## config.mk

```make
export PLATFORM = sky130hd
export DESIGN_NAME = scancode_line_input_unit_flat
export DESIGN_NICKNAME = d
export VERILOG_FILES = /design/src/rtl/slin_pkg.sv /design/src/rtl/slin_if.sv /design/src/rtl/slin_step.sv /design/src/rtl/scancode_line_input_unit.sv /design/src/flat_wrapper.sv
export SDC_FILE = /design/constraint.sdc
export NUM_CORES = 1
export LEC_CHECK = 0
export BUFFER_PORTS_ARGS = -buffer_cell sky130_fd_sc_hd__buf_2
export CAP_MARGIN = 10
export CORE_MARGIN = 8
export CORE_UTILIZATION = 59
export CTS_CLUSTER_DIAMETER = 80
export CTS_CLUSTER_SIZE = 12
export DETAILED_ROUTE_END_ITERATION = 7
export PLACE_DENSITY_LB_ADDON = 0.1
export SLEW_MARGIN = 20
export SYNTH_ARGS = -nofsm -noshare
export SYNTH_HDL_FRONTEND = slang
export SYNTH_SLANG_ARGS = --single-unit
```

## constraint.sdc

```tcl
create_clock -name clock -period 3.1 [get_ports clock]
set_input_delay 0.155 -clock clock [delete_from_list [all_inputs] [get_ports clock]]
set_output_delay 0.155 -clock clock [all_outputs]
set_load 0.01 [all_outputs]
```

## src/rtl/slin_pkg.sv

```systemverilog
`timescale 1ns / 1ps
// ----------------------------------------------------------------------------
// slin_pkg: shared types and constants of the scancode line input unit
// Holds the action codes, the scancode constants, the set-1 key map and the
// structs that pass between the step logic and the top level.
// ----------------------------------------------------------------------------
package slin_pkg;

   localparam int unsigned CodeWidth = 8;
   localparam int unsigned CharWidth = 7;
   localparam int unsigned LenWidth  = 8;

   localparam logic [LenWidth-1:0] MaxLineReset = 8'd199;

   // scancodes
   localparam logic [CodeWidth-1:0] CodeCtrlMake  = 8'h1D;
   localparam logic [CodeWidth-1:0] CodeCtrlBreak = 8'h9D;
   localparam logic [CodeWidth-1:0] CodeKeyS      = 8'd31;
   localparam logic [CodeWidth-1:0] CodeKeyX      = 8'd45;
   localparam logic [CodeWidth-1:0] KeymapSize    = 8'd58;

   // characters
   localparam logic [CharWidth-1:0] CharNone  = 7'd0;
   localparam logic [CharWidth-1:0] CharCtrlS = 7'd1;
   localparam logic [CharWidth-1:0] CharCtrlX = 7'd2;
   localparam logic [CharWidth-1:0] CharBs    = 7'd8;
   localparam logic [CharWidth-1:0] CharLf    = 7'd10;

   typedef enum logic [2:0] {
      ACT_IGNORE = 3'd0,
      ACT_APPEND = 3'd1,
      ACT_REMOVE = 3'd2,
      ACT_ENTER  = 3'd3,
      ACT_CTRL_S = 3'd4,
      ACT_CTRL_X = 3'd5
   } action_type;

   typedef struct packed {
      logic                ctrl_held;
      logic [LenWidth-1:0] line_count;
   } state_type;

   typedef struct packed {
      action_type           action;
      logic [CharWidth-1:0] character;
      logic [LenWidth-1:0]  line_length;
   } result_type;

   // set-1 make code to ascii, zero where no key maps
   function automatic logic [CharWidth-1:0] keymap_lookup(input logic [CodeWidth-1:0] code);
      logic [CharWidth-1:0] ch;
      ch = CharNone;
      unique case (code)
         8'd2:    ch = 7'h31;
         8'd3:    ch = 7'h32;
         8'd4:    ch = 7'h33;
         8'd5:    ch = 7'h34;
         8'd6:    ch = 7'h35;
         8'd7:    ch = 7'h36;
         8'd8:    ch = 7'h37;
         8'd9:    ch = 7'h38;
         8'd10:   ch = 7'h39;
         8'd11:   ch = 7'h30;
         8'd12:   ch = 7'h2D;
         8'd13:   ch = 7'h3D;
         8'd14:   ch = CharBs;
         8'd16:   ch = 7'h71;
         8'd17:   ch = 7'h77;
         8'd18:   ch = 7'h65;
         8'd19:   ch = 7'h72;
         8'd20:   ch = 7'h74;
         8'd21:   ch = 7'h79;
         8'd22:   ch = 7'h75;
         8'd23:   ch = 7'h69;
         8'd24:   ch = 7'h6F;
         8'd25:   ch = 7'h70;
         8'd26:   ch = 7'h5B;
         8'd27:   ch = 7'h5D;
         8'd28:   ch = CharLf;
         8'd30:   ch = 7'h61;
         8'd31:   ch = 7'h73;
         8'd32:   ch = 7'h64;
         8'd33:   ch = 7'h66;
         8'd34:   ch = 7'h67;
         8'd35:   ch = 7'h68;
         8'd36:   ch = 7'h6A;
         8'd37:   ch = 7'h6B;
         8'd38:   ch = 7'h6C;
         8'd39:   ch = 7'h3B;
         8'd40:   ch = 7'h27;
         8'd41:   ch = 7'h60;
         8'd44:   ch = 7'h7A;
         8'd45:   ch = 7'h78;
         8'd46:   ch = 7'h63;
         8'd47:   ch = 7'h76;
         8'd48:   ch = 7'h62;
         8'd49:   ch = 7'h6E;
         8'd50:   ch = 7'h6D;
         8'd51:   ch = 7'h2C;
         8'd52:   ch = 7'h2E;
         8'd53:   ch = 7'h2F;
         8'd54:   ch = 7'h2E;
         8'd55:   ch = 7'h2F;
         8'd57:   ch = 7'h20;
         default: ch = CharNone;
      endcase
      return ch;
   endfunction

endpackage

```

## src/rtl/slin_if.sv

```systemverilog
`timescale 1ns / 1ps
// ----------------------------------------------------------------------------
// slin_if: channel interfaces of the scancode line input unit
// Scancode request, action response and the max line length register write.
// ----------------------------------------------------------------------------
interface slin_req_if;
   logic       valid;
   logic       ready;
   logic [7:0] scan_code;

   modport source (output valid, output scan_code, input ready);
   modport sink   (input valid, input scan_code, output ready);
endinterface

interface slin_rsp_if;
   logic                  valid;
   logic                  ready;
   slin_pkg::action_type  action;
   logic [6:0]            character;
   logic [7:0]            line_length;

   modport source (output valid, output action, output character, output line_length,
                   input ready);
   modport sink   (input valid, input action, input character, input line_length,
                   output ready);
endinterface

interface slin_csr_if;
   logic       valid;
   logic       ready;
   logic [7:0] data;

   modport source (output valid, output data, input ready);
   modport sink   (input valid, input data, output ready);
endinterface

```

## src/rtl/slin_step.sv

```systemverilog
`timescale 1ns / 1ps
// ----------------------------------------------------------------------------
// slin_step: per-scancode line edit decision
// Maps one scancode and the current ctrl / length state to an action and the
// next state.
// ----------------------------------------------------------------------------
module slin_step (
   input  logic [7:0]             scan_code,
   input  logic [7:0]             max_line_chars,
   input  slin_pkg::state_type    state,
   output slin_pkg::state_type    state_nxt,
   output slin_pkg::result_type   result
);
   import slin_pkg::*;

   logic [CharWidth-1:0] ch;

   assign ch = (scan_code < KeymapSize) ? keymap_lookup(scan_code) : CharNone;

   always_comb begin
      state_nxt          = state;
      result.action      = ACT_IGNORE;
      result.character   = CharNone;
      result.line_length = state.line_count;

      priority if (scan_code[7]) begin
         // break codes, also the extended prefix
         if (scan_code == CodeCtrlBreak) begin
            state_nxt.ctrl_held = 1'b0;
         end
      end else if (scan_code == CodeCtrlMake) begin
         state_nxt.ctrl_held = 1'b1;
      end else if (state.ctrl_held) begin
         if (scan_code == CodeKeyS) begin
            result.action    = ACT_CTRL_S;
            result.character = CharCtrlS;
            state_nxt        = '0;
         end else if (scan_code == CodeKeyX) begin
            result.action    = ACT_CTRL_X;
            result.character = CharCtrlX;
            state_nxt        = '0;
         end
      end else if (ch == CharLf) begin
         result.action    = ACT_ENTER;
         result.character = CharLf;
         state_nxt        = '0;
      end else if (ch == CharBs) begin
         if (state.line_count != '0) begin
            state_nxt.line_count = state.line_count - 8'd1;
            result.action        = ACT_REMOVE;
            result.character     = CharBs;
            result.line_length   = state.line_count - 8'd1;
         end
      end else if (ch != CharNone && state.line_count < max_line_chars) begin
         state_nxt.line_count = state.line_count + 8'd1;
         result.action        = ACT_APPEND;
         result.character     = ch;
         result.line_length   = state.line_count + 8'd1;
      end else begin
         // unmapped key or full line, ignored with the defaults above
         state_nxt = state;
      end
   end

endmodule

```

## src/rtl/scancode_line_input_unit.sv

```systemverilog
`timescale 1ns / 1ps
// ----------------------------------------------------------------------------
// scancode_line_input_unit: set-1 scancode line editor
// Tracks ctrl and the typed line length and reports one edit action for each
// scancode, so a consumer can rebuild the line.
// ----------------------------------------------------------------------------
//
//  channel   direction  payload                              role
//  req_chan  in         scan_code                            one scancode byte
//  rsp_chan  out        action, character, line_length       one action per byte
//  csr_chan  in         data                                 max_line_chars write
//
//  one transaction per cycle sustained while rsp_chan is ready; a scancode is
//  held in the input register, then its action lands in the output register,
//  with the decode and state update between those registers combinational
//  reset: ctrl released, line empty, max_line_chars 199, both stages empty
//  a stalled response holds the output register; the input register keeps
//  its scancode and the request side stalls only once both are full
//
module scancode_line_input_unit (
   input logic        clock,
   input logic        reset,
   slin_req_if.sink   req_chan,
   slin_rsp_if.source rsp_chan,
   slin_csr_if.sink   csr_chan
);
   import slin_pkg::*;

   // configuration
   logic [LenWidth-1:0] max_line_ff;
   logic [LenWidth-1:0] max_line_in;

   // input stage
   logic                 in_valid_ff;
   logic                 in_valid_in;
   logic [CodeWidth-1:0] in_code_ff;
   logic [CodeWidth-1:0] in_code_in;

   // line state
   state_type state_ff;
   state_type state_in;
   state_type state_step;

   // output stage
   logic       out_valid_ff;
   logic       out_valid_in;
   result_type out_res_ff;
   result_type out_res_in;
   result_type res_step;

   logic req_take;
   logic advance;

   // decode for the scancode sitting in the input register
   slin_step u_step (
      .scan_code      (in_code_ff),
      .max_line_chars (max_line_ff),
      .state          (state_ff),
      .state_nxt      (state_step),
      .result         (res_step)
   );

   // input stage moves on when the output register is free or being drained
   assign advance  = in_valid_ff && (!out_valid_ff || rsp_chan.ready);
   assign req_take = req_chan.valid && req_chan.ready;

   assign req_chan.ready = !in_valid_ff || advance;
   assign csr_chan.ready = 1'b1;

   always_comb begin
      max_line_in  = (csr_chan.valid) ? csr_chan.data : max_line_ff;

      in_valid_in  = req_take || (in_valid_ff && !advance);
      in_code_in   = (req_take) ? req_chan.scan_code : in_code_ff;

      // state only changes when an item hands its action on
      state_in     = (advance) ? state_step : state_ff;

      out_valid_in = advance || (out_valid_ff && !rsp_chan.ready);
      out_res_in   = (advance) ? res_step : out_res_ff;
   end

   always_ff @(posedge clock) begin
      if (reset) begin
         max_line_ff  <= MaxLineReset;
         in_valid_ff  <= 1'b0;
         state_ff     <= '0;
         out_valid_ff <= 1'b0;
      end else begin
         max_line_ff  <= max_line_in;
         in_valid_ff  <= in_valid_in;
         state_ff     <= state_in;
         out_valid_ff <= out_valid_in;
      end
   end

   // payload registers, no reset needed
   always_ff @(posedge clock) begin
      in_code_ff <= in_code_in;
      out_res_ff <= out_res_in;
   end

   assign rsp_chan.valid       = out_valid_ff;
   assign rsp_chan.action      = out_res_ff.action;
   assign rsp_chan.character   = out_res_ff.character;
   assign rsp_chan.line_length = out_res_ff.line_length;

endmodule
```

## src/flat_wrapper.sv

```systemverilog
// flat-port wrapper written by rule: the top's interface ports become plain ports
module scancode_line_input_unit_flat import slin_pkg::*;
  (clock, reset, req_chan_valid, req_chan_scan_code, req_chan_ready, rsp_chan_valid, rsp_chan_action, rsp_chan_character, rsp_chan_line_length, rsp_chan_ready, csr_chan_valid, csr_chan_data, csr_chan_ready);
  slin_req_if req_chan_i ();
  slin_rsp_if rsp_chan_i ();
  slin_csr_if csr_chan_i ();
  input logic clock;
  input logic reset;
  input wire logic [$bits(req_chan_i.valid)-1:0] req_chan_valid;
  input wire logic [$bits(req_chan_i.scan_code)-1:0] req_chan_scan_code;
  output wire logic [$bits(req_chan_i.ready)-1:0] req_chan_ready;
  output wire logic [$bits(rsp_chan_i.valid)-1:0] rsp_chan_valid;
  output wire logic [$bits(rsp_chan_i.action)-1:0] rsp_chan_action;
  output wire logic [$bits(rsp_chan_i.character)-1:0] rsp_chan_character;
  output wire logic [$bits(rsp_chan_i.line_length)-1:0] rsp_chan_line_length;
  input wire logic [$bits(rsp_chan_i.ready)-1:0] rsp_chan_ready;
  input wire logic [$bits(csr_chan_i.valid)-1:0] csr_chan_valid;
  input wire logic [$bits(csr_chan_i.data)-1:0] csr_chan_data;
  output wire logic [$bits(csr_chan_i.ready)-1:0] csr_chan_ready;
  assign req_chan_i.valid = req_chan_valid;
  assign req_chan_i.scan_code = req_chan_scan_code;
  assign req_chan_ready = req_chan_i.ready;
  assign rsp_chan_valid = rsp_chan_i.valid;
  assign rsp_chan_action = rsp_chan_i.action;
  assign rsp_chan_character = rsp_chan_i.character;
  assign rsp_chan_line_length = rsp_chan_i.line_length;
  assign rsp_chan_i.ready = rsp_chan_ready;
  assign csr_chan_i.valid = csr_chan_valid;
  assign csr_chan_i.data = csr_chan_data;
  assign csr_chan_ready = csr_chan_i.ready;
  scancode_line_input_unit u_core (.clock(clock), .reset(reset), .req_chan(req_chan_i), .rsp_chan(rsp_chan_i), .csr_chan(csr_chan_i));
endmodule
```

# Yosys cells after proc, flatten, opt, wreduce, memory -nomap -nowiden
# Memories as Yosys holds them, arrays and structs flattened. A register that Yosys moved wholly into a read port is not among the register bits.
# Cells that the tools add are included.
[totals]
reg_bits = 45
mem_bits_ro = 448
in_bits = 21
out_inout_bits = 21
word_cells = 69
memories = 1
[op_classes]
addsub = 2
magnitude_cmp = 2
eq_ne = 9
n_mux = 24
n_bitwise = 2
reduce_logical = 20
[memory_table]
columns = ["memory", "words", "word_bits", "rd", "rd_ports_with_merged_regs", "write_ports", "line_no", "source"]
rows = [
  ["(name not given)", 64, 7, 1, 1, 0, "slin_pkg.sv:53", "unique case (code)"],
]
[op_table]
columns = ["cell", "count"]
rows = [
  ["two-way mux 8 bit", 8],
  ["two-way mux 10 bit", 4],
  ["two-way mux 9 bit", 3],
  ["two-way mux 18 bit", 1],
  ["two-way mux 17 bit", 1],
  ["== test 8 x 5 -> 1 bit (second input constant)", 2],
  ["two-way mux 16 bit", 1],
  ["== test 7 x 4 -> 1 bit (second input constant)", 2],
  ["two-way mux 7 bit", 2],
  ["adder 8 x 1 -> 8 bit (second input constant)", 1],
  ["== test 8 x 6 -> 1 bit (second input constant)", 1],
  ["== test 8 bit (second input constant)", 1],
  ["< comparator 8 x 6 -> 1 bit (second input constant)", 1],
  ["< comparator 8 bit", 1],
  ["nonzero test 8 bit", 1],
  ["subtractor 8 x 1 -> 8 bit (second input constant)", 1],
  ["nonzero test 7 bit", 1],
  ["two-way mux 6 bit", 1],
  ["AND reduction 6 bit", 1],
  ["logical AND 1 bit", 5],
  ["logical NOT 1 bit", 4],
  ["logical OR 1 bit", 4],
  ["inequality test 4 x 2 -> 1 bit (second input constant)", 1],
  ["nonzero test 4 bit", 1],
  ["7 further kinds", 10],
]

# Depth between registers and ports, before layout
[logic_depth]
ltp_word = 11
depth_mapped = 11
mapped_depth_nobuf = 10

# Hierarchy
# Synthesis repeated with hierarchy kept, for this count alone.
[hier_totals]
cells_unflattened = 372
area_unflattened_um2 = 3414.5
[modules_own_cells]
columns = ["module", "instances", "cells_each", "area_each_um2", "seq_area_each_um2"]
rows = [
  ["slin_step", 1, 269, 1836.8, 0.0],
  ["scancode_line_input_unit", 1, 103, 1577.8, 1161.1],
]

# Least setup slack after synthesis
# No wires, ideal clock.
[synth_timing]
kind = "register to register"
from = "reg u_core.in_code_ff[1]"
to = "reg u_core.state_ff[2] (netlist name)"
setup_ns = 0.074
arrival_time_ns = 2.529
required_ns = 3.026
path_slack_ns = 0.497
path_stages_with_launch = 8
path_buffers = 1
period_less_slack_ns = 2.603
cell_sequence = "edfxtp_1 > o2111a_1 > or4b_1 > clkbuf_1 > nor2_2 > mux2_2 > or4_1 > a31oi_1"
[synth_between]
elab_chain_len = 6
elab_cells_between_ends = 18
cone_classes = "order compare (1); eq/ne (7); mux (5); bitwise (1); reduce/logical (4)"
[synth_lines]
columns = ["element", "line_no", "source"]
rows = [
  ["start: declaration", "scancode_line_input_unit.sv:36", "logic [CodeWidth-1:0] in_code_ff;"],
  ["start signal: assignment", "scancode_line_input_unit.sv:99", "in_code_ff <= in_code_in;"],
  ["< comparator 8 x 6 -> 1 bit", "slin_step.sv:18", "assign ch = (scan_code < KeymapSize) ? keymap_lookup(scan_code) : CharNone;"],
  ["two-way mux 7 bit", "slin_step.sv:18", ""],
  ["nonzero test 7 bit / == test 7 x 4 -> 1 bit (equally long branches)", "slin_step.sv:54, slin_step.sv:47", ""],
  ["logical AND 1 bit / two-way mux 8 bit (equally long branches)", "slin_step.sv:54, slin_step.sv:47", ""],
  ["nonzero test 4 bit (no line) / two-way mux 8 bit (equally long branches)", "n/a", ""],
  ["AND reduction 6 bit (no line) / two-way mux 9 bit (equally long branches)", "n/a", ""],
  ["end signal: assignment", "scancode_line_input_unit.sv:92", "state_ff <= state_in;"],
  ["end: declaration", "scancode_line_input_unit.sv:40", "state_type state_ff;"],
]
# Parallel ways exist; a longest one is shown, timed or not.
# A chain may end at the register's enable or synchronous reset.

==> results by group <==
Logic synthesis
  • Number of warnings issued by yosys: 0
  • Netlist area before placement: 3680 µm²
  • Post-synthesis share of cell area spent on xor and xnor gates: 0.714%
  • Main combinational cell family by area after synthesis: compound AO/OA/AOI/OAI gates
  • Share of synthesized registers carrying an async set or reset: 0%
  • Post-synth EDFFs: 26
  • Net count of the mapped netlist: 458
  • Area share of and/or/nand/nor cells after synthesis: 22.6%
  • Compound-cell area share of the yosys netlist: 23.6%
  • Fraction of the yosys area taken by sequential cells: 35.3%
  • Synth Area per Inst: 8.87 µm²
  • Mux cell area share after synthesis: 5.03%
  • Synth Instances: 415
  • Post-synthesis cell type count: 72
  • Adder and majority gate portion of the synthesized area: 7.48%
  • Post-synthesis register bit count: 52
  • Top flip-flop cell by instance count after synthesis: edfxtp_1

Die
  • # rows: 28
  • Die height: 95 µm
  • Core Box Area: 5990 µm²
  • Die Area: 9030 µm²
  • I/O pin count: 42
  • Die extent in x: 95 µm
  • Initial standard-cell utilization of the core: 61.5%

Critical path
  • Start-to-end type of the worst setup path: reg -> reg
  • Largest fanout on the critical path: 10
  • Worst EP required: 3.27 ns
  • Worst Setup End Kind: register
  • Kind of start point of the critical path: register
  • Arrival time at the worst endpoint: 2.94 ns

Pwr
  • Tot Pwr: 1.54 mW
  • Total leakage power: 1.68 nW
  • Power per cell area: 375 nW/µm²
  • Worst IR Drop VDD: 0.000228 V

Clocking
  • H-Tree Level Count: 2
  • CTS max path bufs: 2
  • Sinks on the clock net: 52
  • Clock root buffer master: clkbuf_8
  • Clock latency on the worst-skew pair: 0.32 ns
  • Number of hold-repair buffers added at the cts stage: 0
  • Setup repair bufs after CTS: 0
  • Number of buffers created by CTS: 5
  • TritonCTS clock tree: built
  • Clock-pin slew of the registers on the worst-case setup and hold paths: 0.12 ns
  • Total of cells resized after clock tree synthesis: 0

Place
  • Number of port buffers: 40
  • Placer's final routability congestion estimate: 0.981
  • Placed wire-length estimate after detailed placement: 7550 µm
  • Post-placement cell area: 4000 µm²

STA
  • Final worst path period share: 89.2%
  • Setup repair after global routing missed its margin: false
  • Max Slew Vio Count: 0
  • Number of hold-slack violations in the final timing report: 1
  • Post-route minimum period: 2.77 ns
  • Final Hold Slack: -0.000380 ns
  • Final Setup Violations: 0
  • Headroom to the max-slew limit: 60.5%
  • Actual transition at the worst max-transition pin: 0.590 ns
  • Worst clock skew on the final layout: 0.0201 ns
  • Max Fclk: 0.361 GHz
  • Setup_tns: 0 ns

Global routing
  • Total congestion overflow: 0
  • GRT Resource Usage Total: 23.2%
  • Number of antenna violations at the first check in global routing: 0
  • Number of global-route vias before repair: 3387
  • Largest net degree at the start of global routing: 23
  • First-pass GRT wire length: 16800 µm

Detailed routing
  • Avg Vias per Cell: 6.74
  • Wirelength, routed: 10100 µm
  • DRC viols: 0
  • WL/cell: 19.0 µm
  • Initial drt markers: 388
  • Antenna Violating Nets Remaining: 0
  • First-pass detailed-route iteration total: 5
  • Detailed-route via count: 3584

Cells and area
  • Most frequent cells in the layout: buf_2, nand2_1, nor2_1
  • Fraction of layout instances using a drive strength above 1: 18.2%
  • Final core utilization: 68.3%
  • Leading cell type in the layout, fill and taps excluded: buf_2
  • Net count, final: 499
  • Post-route cell area: 4090 µm²
  • Area grow syn2layout: 11.2%
  • Number of diodes added for antenna fixing: 0

Run status
  • Violated checks: negative hold slack
  • Status: finished, violations left

Min path
  • Worst Hold Class: in -> reg

Run
  • Number of max-cap violations: 0
## per-layer routing
metal  up-vias  track usage, %  wire length, µm
li1       1682               -                -
met1      1645            32.5             4510
met2       238            34.8             4320
met3        19            4.44             1110
met4         0            7.41              155
met5         -               0                0
## layout make-up
cell class                 instances  area, µm²
clock inverter                     2       15.0
tap                               75       93.8
inverter                          23       86.3
fill                             509       1900
clock buffer                       6       76.3
timing repair buffer              57        328
multi-input combinational        317       2190
sequential                        52       1300
## worst paths after layout
kind / startpoint / to / slack, ns / cells after the start
worst max-delay path: u_core.rsp_chan.valid$_SDFF_PP0_ / register / 0.33 / 9
worst max register to register: u_core.rsp_chan.valid$_SDFF_PP0_ / register / 0.33 / 9
worst min-delay path: req_chan_scan_code[6] / u_core.in_code_ff[6]$_DFFE_PP_ / -0.0004 / 1
worst min register to register: u_core.in_valid_ff$_SDFF_PP0_ / u_core.rsp_chan.valid$_SDFF_PP0_ / 0.46 / 2
## through the flow
step / instances / worst slack (ns)
2_1_floorplan: 415 / 0.497
3_3_place_gp: 524 / 0.453
3_5_place_dp: 524 / 0.413
4_1_cts: 532 / 0.404
5_1_grt: 532 / 0.133
6_report: 532 / 0.334
## where the power goes
part	leakage, nW	switching [mW]	internal [mW]	total [mW]
registers	0.469	0.0350	0.763	0.798
clock network	0.0491	0.249	0.171	0.420
logic	1.16	0.195	0.124	0.319
## worst max-delay path, stage by stage, from the launching register on
cell,delay [ns]
dfxtp_1,0.36
and3b_1,0.29
clkinv_1,0.29
nand3_1,0.19
and2_1,0.32
inv_1,0.20
ha_1,0.30
and3_1,0.19
o311ai_0,0.30
o221ai_1,0.18
## cell usage after synthesis (7+ instances only)
cell type	n	share of area [%]
a211oi_1	9	1.8
a21oi_1	22	3.0
a31oi_1	7	1.2
and2_1	8	1.4
and3_1	8	1.4
clkbuf_1	16	1.6
dfxtp_1	26	14
edfxtp_1	26	21
ha_1	22	7.5
inv_1	22	2.2
mux2i_1	14	3.8
nand2_1	31	3.2
nand2b_1	9	1.5
nand3_1	19	2.6
nand4_1	10	1.7
nor2_1	28	2.9
nor3_1	8	1.1
o211ai_1	7	1.4
o21ai_0	20	2.7
## cells by family after synthesis
logic type      after synthesis
simple gates                150
compound gates              123
flops                        52
buf+inv                      46
fa+ha+maj                    22
mux                          18
xor+xnor                      3
other cells                   1
Note: power is estimated with default switching activity, not from simulation.
